--- config.mk ---
export PLATFORM = sky130hd
export DESIGN_NAME = hmkil_front_flat
export DESIGN_NICKNAME = d
export VERILOG_FILES = /design/src/hw/rtl/hmkil_pkg.sv /design/src/hw/rtl/hmkil_in_if.sv /design/src/hw/rtl/hmkil_front.sv /design/src/flat_wrapper.sv
export SDC_FILE = /design/constraint.sdc
export NUM_CORES = 1
export LEC_CHECK = 0
export BUFFER_PORTS_ARGS = -buffer_cell sky130_fd_sc_hd__buf_2
export CAP_MARGIN = 20
export CORE_MARGIN = 2
export CORE_UTILIZATION = 35
export DETAILED_ROUTE_END_ITERATION = 8
export HOLD_SLACK_MARGIN = 0.12
export SETUP_SLACK_MARGIN = 0.4
export SLEW_MARGIN = 20
export SYNTH_ARGS = -nofsm -noshare
export SYNTH_HDL_FRONTEND = slang
export SYNTH_SLANG_ARGS = --single-unit
--- constraint.sdc ---
create_clock -name clk -period 3.79 [get_ports clk]
set_input_delay 0.1895 -clock clk [delete_from_list [all_inputs] [get_ports clk]]
set_output_delay 0.1895 -clock clk [all_outputs]
set_load 0.01 [all_outputs]
--- src/hw/rtl/hmkil_pkg.sv ---
// ----------------------------------------------------------------------------
// hmkil_pkg
// Types and constants shared by the key index lookup block.
// ----------------------------------------------------------------------------
package hmkil_pkg;

	localparam int MAX_KEYS   = 1024;
	localparam int MAX_SUFFIX = 32;
	localparam int MAX_PREFIX = 32;
	localparam int MAX_QUERY  = 64;

	localparam int KEY_AW = $clog2(MAX_KEYS * MAX_SUFFIX);
	localparam int QRY_AW = $clog2(MAX_QUERY);
	localparam int POS_W  = $clog2(MAX_SUFFIX);

	typedef enum logic [1:0] {
		OP_PREFIX = 2'd0,
		OP_HOLE   = 2'd1,
		OP_TABLE  = 2'd2,
		OP_QUERY  = 2'd3
	} op_t;

	typedef enum logic [1:0] {
		REG_PREFIX_LEN = 2'd0,
		REG_SUFFIX_LEN = 2'd1,
		REG_STORED_LEN = 2'd2,
		REG_KEY_COUNT  = 2'd3
	} reg_idx_t;

	typedef struct packed {
		op_t        op;
		logic [9:0] key_slot;
		logic [4:0] byte_pos;
		logic [7:0] data_byte;
		logic       hole_mark;
		logic       query_mode;
		logic       last;
	} item_t;

	typedef struct packed {
		logic [5:0]  prefix_len;
		logic [5:0]  tail_len;
		logic [5:0]  stored_len;
		logic [10:0] key_count;
	} cfg_t;

endpackage

--- src/hw/rtl/hmkil_in_if.sv ---
// ----------------------------------------------------------------------------
// hmkil_in_if
// Input channel: load and query beats.
// ----------------------------------------------------------------------------
interface hmkil_in_if;
	logic       valid;
	logic       ready;
	logic [1:0] operation;
	logic [9:0] key_slot;
	logic [4:0] byte_pos;
	logic [7:0] data_byte;
	logic       hole_mark;
	logic       query_mode;
	logic       last;

	modport source (output valid, operation, key_slot, byte_pos, data_byte, hole_mark,
		query_mode, last, input ready);
	modport sink (input valid, operation, key_slot, byte_pos, data_byte, hole_mark,
		query_mode, last, output ready);
endinterface

--- src/hw/rtl/hmkil_front.sv ---
// ----------------------------------------------------------------------------
// hmkil_front
// Accepts input beats, decodes the operation and queues them for the back end.
// ----------------------------------------------------------------------------
module hmkil_front
	import hmkil_pkg::*;
(
	input  logic       clk,
	input  logic       arst_n,
	hmkil_in_if.sink   in_ch,
	input  logic       pop,
	output logic       q_valid,
	output item_t      q_item
);

	localparam int DEPTH = 4;
	localparam int PW    = $clog2(DEPTH);

	item_t           fifo_q [DEPTH];
	logic [PW-1:0]   wr_ptr_q;
	logic [PW-1:0]   rd_ptr_q;
	logic [PW:0]     count_q;
	logic            push;
	logic            do_pop;
	item_t           item_in;

	assign in_ch.ready = (count_q != (PW+1)'(DEPTH));
	assign push        = in_ch.valid && in_ch.ready;
	assign q_valid     = (count_q != '0);
	assign do_pop      = pop && q_valid;
	assign q_item      = fifo_q[rd_ptr_q];

	always_comb begin
		item_in.op         = op_t'(in_ch.operation);
		item_in.key_slot   = in_ch.key_slot;
		item_in.byte_pos   = in_ch.byte_pos;
		item_in.data_byte  = in_ch.data_byte;
		item_in.hole_mark  = in_ch.hole_mark;
		item_in.query_mode = in_ch.query_mode;
		item_in.last       = in_ch.last;
	end

	always_ff @(posedge clk) begin
		if (push) begin
			fifo_q[wr_ptr_q] <= item_in;
		end
	end

	always_ff @(posedge clk or negedge arst_n) begin
		if (!arst_n) begin
			wr_ptr_q <= '0;
			rd_ptr_q <= '0;
			count_q  <= '0;
		end else begin
			if (push) begin
				wr_ptr_q <= wr_ptr_q + PW'(1);
			end
			if (do_pop) begin
				rd_ptr_q <= rd_ptr_q + PW'(1);
			end
			if (push && !do_pop) begin
				count_q <= count_q + (PW+1)'(1);
			end else if (!push && do_pop) begin
				count_q <= count_q - (PW+1)'(1);
			end
		end
	end

endmodule

--- src/flat_wrapper.sv ---
// flat-port wrapper written by rule: the top's interface ports become plain ports
module hmkil_front_flat import hmkil_pkg::*;
  (clk, arst_n, pop, q_valid, q_item, in_ch_valid, in_ch_operation, in_ch_key_slot, in_ch_byte_pos, in_ch_data_byte, in_ch_hole_mark, in_ch_query_mode, in_ch_last, in_ch_ready);
  hmkil_in_if in_ch_i ();
  input  logic clk;
  input  logic arst_n;
  input  logic pop;
  output logic q_valid;
  output item_t q_item;
  input wire logic [$bits(in_ch_i.valid)-1:0] in_ch_valid;
  input wire logic [$bits(in_ch_i.operation)-1:0] in_ch_operation;
  input wire logic [$bits(in_ch_i.key_slot)-1:0] in_ch_key_slot;
  input wire logic [$bits(in_ch_i.byte_pos)-1:0] in_ch_byte_pos;
  input wire logic [$bits(in_ch_i.data_byte)-1:0] in_ch_data_byte;
  input wire logic [$bits(in_ch_i.hole_mark)-1:0] in_ch_hole_mark;
  input wire logic [$bits(in_ch_i.query_mode)-1:0] in_ch_query_mode;
  input wire logic [$bits(in_ch_i.last)-1:0] in_ch_last;
  output wire logic [$bits(in_ch_i.ready)-1:0] in_ch_ready;
  assign in_ch_i.valid = in_ch_valid;
  assign in_ch_i.operation = in_ch_operation;
  assign in_ch_i.key_slot = in_ch_key_slot;
  assign in_ch_i.byte_pos = in_ch_byte_pos;
  assign in_ch_i.data_byte = in_ch_data_byte;
  assign in_ch_i.hole_mark = in_ch_hole_mark;
  assign in_ch_i.query_mode = in_ch_query_mode;
  assign in_ch_i.last = in_ch_last;
  assign in_ch_ready = in_ch_i.ready;
  hmkil_front u_core (.clk(clk), .arst_n(arst_n), .in_ch(in_ch_i), .pop(pop), .q_valid(q_valid), .q_item(q_item));
endmodule
==> reports/metrics.yaml <==
sta:
  drv_slew: 0
  period_share_pct: 57.78
  fmax_ghz: 0.4567
  tns_ns: 0
  worst_slew_pin_slew_ns: 0.8252
  final_hold_viol_count: 0
  fin_skew_ns: 0.01095
  setup_viol: 0
  min_period_ns: 2.190
  max_slew_margin_pct: 44.99
  rsz0062_at_grt: "false"
power:
  powerDensity_nw_per_um2: 811.7
  switching_power_w: 0.001289
  pwr-share-seq_pct: 41.8
  p_clk_share_pct: 36.3
  intPower_w: 0.003492
  total_leakage_power_nw: 2.072
  finalPower_w: 0.004781
  vdd_drop_max_uv: 343.9
  combPwrFrac_pct: 21.9
  p_sw_share_pct: 26.96
setup_path:
  crit_type: "flop to output pin"
  cp_data_required_time_ns: 3.60
  r2r_cells: 8
  crit_arrival_ns: 2.00
  setup.worst_path.start_class: "flop"
  cp-end-kind: "output pin"
  crit_fanout: 30
synth:
  ys_ff_latch: 119
  synth_area_um2: 4461
  synth_warnings: 0
  synth_cell_types: 19
  synthCells: 181
  synth-edff-count: 112
  seq_area_frac_synth_pct: 79.33
  synth_area_per_cell_um2: 24.64
  ys.flop_type: "edfxtp_1"
  syn-num-nets: 219
  ys_async_sr_fraction_pct: 5.882
die:
  coreArea_um2: 12520
  fp.dieH_um: 116.9
  rows: 41
  dieArea_um2: 13660
  start_util_pct: 35.64
  dieWidth_um: 116.9
  io_pins: 62
cells_and_area:
  drive_gt1_share_pct: 43.96
  stdcell_count: 470
  areaGrowthSynthToFinish_pct: 32.06
  num_antenna_cells: 0
  fin_nets: 323
clocking:
  cts_made_buffers: 17
  cts.path.max_buffers: 2
  cts_tree: "yes"
  htreeDepth: 4
  cts_sinks: 119
  insertion_delay_ns: 0.40
  path_clk_slew_ns: 0.05
  cts_root_buf: "clkbuf_16"
job:
  cap_violations: 0
drt:
  initialDrtViolationCount: 133
  num_vias: 2114
  antenna_left: 0
  dr.pass1.iters: 4
  drt_wl_total_um: 7836
  vias_per_cell: 4.498
  detail_route.wl_per_cell_um: 16.67
  drc: 0
grt:
  grt_max_degree: 31
  grt_pass1_vias: 2218
  grt_pass1_wl_um: 11970
  antenna_found_initial: 0
  grt_overflow: 0
  grtUsageTotal_pct: 12.33
worst_hold_path:
  hold_path.class: "input port to async pin"
status:
  status: "complete, no violations"
place:
  dp_hpwl_um: 4483
  placedCellCount: 408
  gp_congestion: 0.7146
  port-buffer-count: 61
-- synth_stat cells, types with 2 or more instances --
| cell | number | area [um2] |
|---|---|---|
| and2_1 | 4 | 25.02 |
| buf_2 | 2 | 10.01 |
| buf_6 | 3 | 33.78 |
| dfrtp_1 | 7 | 175.2 |
| edfxtp_1 | 112 | 3363 |
| ha_1 | 5 | 62.56 |
| inv_1 | 3 | 11.26 |
| mux4_2 | 28 | 630.6 |
| nand2_1 | 2 | 7.510 |
| nor2_1 | 2 | 7.510 |
| xnor2_1 | 4 | 35.03 |
| xor2_1 | 2 | 17.52 |
-- through the flow --
stage	hold WS [ns]	setup WS, ns	util, %	cell area, um2
after global placement	0.03270	1.691	39.44	4937
after floorplan	-0.1061	1.778	-	4461
after detailed placement	0.03914	1.670	39.44	4937
after CTS	0.1388	1.241	47.04	5888
after global routing	0.1553	1.450	47.06	5891
final	0.1495	1.600	47.06	5891
-- cells by family after synthesis --
| group | synth area share [%] |
|---|---|
| DFF | 79.33 |
| muxes | 14.73 |
| and+or+nand+nor | 1.262 |
| buffers and inverters | 1.403 |
| xor gates and xnor gates | 1.178 |
| adders and majority gates | 1.851 |
| AOI/OAI and AO/OA | 0.2524 |
-- power by group through the flow --
stage          combinational [W]  clock (W)  sequential, W
2_1_floorplan           0.000861          0        0.00184
3_3_place_gp             0.00105          0        0.00203
3_5_place_dp             0.00105          0        0.00204
4_1_cts                  0.00108    0.00176        0.00201
5_1_grt                  0.00114    0.00182        0.00205
6_report                 0.00105    0.00173        0.00200
-- layout by cell type (no fill, tap or decap) --
master / instances
fa_1: 1
buf_2: 61
dfrtp_2: 1
ha_1: 5
dfrtp_4: 1
nand2_1: 2
bufinv_16: 5
a21boi_2: 1
mux2_4: 1
clkbuf_16: 17
dlygate4sd3_1: 30
nand3_1: 1
mux2_2: 1
xor2_1: 2
mux4_2: 28
or3_4: 1
clkinv_4: 2
xnor2_1: 4
dfrtp_1: 5
clkinvlp_4: 4
and2_2: 4
clkinv_2: 2
nor2_1: 2
inv_6: 2
inv_1: 3
edfxtp_1: 112
-- cell type report --
class | instances | area [um2]
Fill cell | 1073 | 6626
Clock buffer | 17 | 425.4
Sequential cell | 119 | 3543
Clock inverter | 15 | 225.2
Inverter | 3 | 11.26
Tap cell | 172 | 215.2
Multi-Input combinational cell | 53 | 864.6
Timing Repair Buffer | 91 | 605.6
-- sequential cells by signal (all words and copies together) (netlist names) --
name,cells
u_core.fifo_q,112
u_core.count_q,3
u_core.rd_ptr_q,2
u_core.wr_ptr_q,2
-- final timing paths --
| path | startpoint | endpoint | slack [ns] |
|---|---|---|---|
| max | u_core.rd_ptr_q[0] | q_item[11] | 1.60 |
| min | arst_n | u_core.count_q[2] | 0.15 |
| max reg2reg | u_core.count_q[0] | u_core.count_q[2] | 1.65 |
| min reg2reg | u_core.count_q[2] | u_core.count_q[2] | 0.54 |
| max in group asynchronous | arst_n | u_core.rd_ptr_q[0] | 3.45 |
| min in group clk | in_ch_valid | u_core.wr_ptr_q[0] | 0.27 |
-- per-layer routing --
metal | share of wire (%) | up-vias | GRT usage (%) | routed length (um)
li1 | - | 967 | - | -
met5 | 0 | - | 0 | 0
met3 | 4.6 | 7 | 4.428 | 357
met4 | 0.96 | 0 | 4.706 | 75
met1 | 44 | 1083 | 15.10 | 3434
met2 | 51 | 57 | 20.19 | 3968
-- what timing repair did --
action	4_1_cts	5_1_grt
endpoints found under the hold margin	121	0
gates resized for setup	0	0
hold buffers	30	0
buffers inserted	0	0
-- critical path, cell delays in order, from the launching register on --
cell and delay [ns]:
dfrtp_4 0.83, mux4_2 0.60, buf_2 0.16
Power figures use the tool's default switching activity.
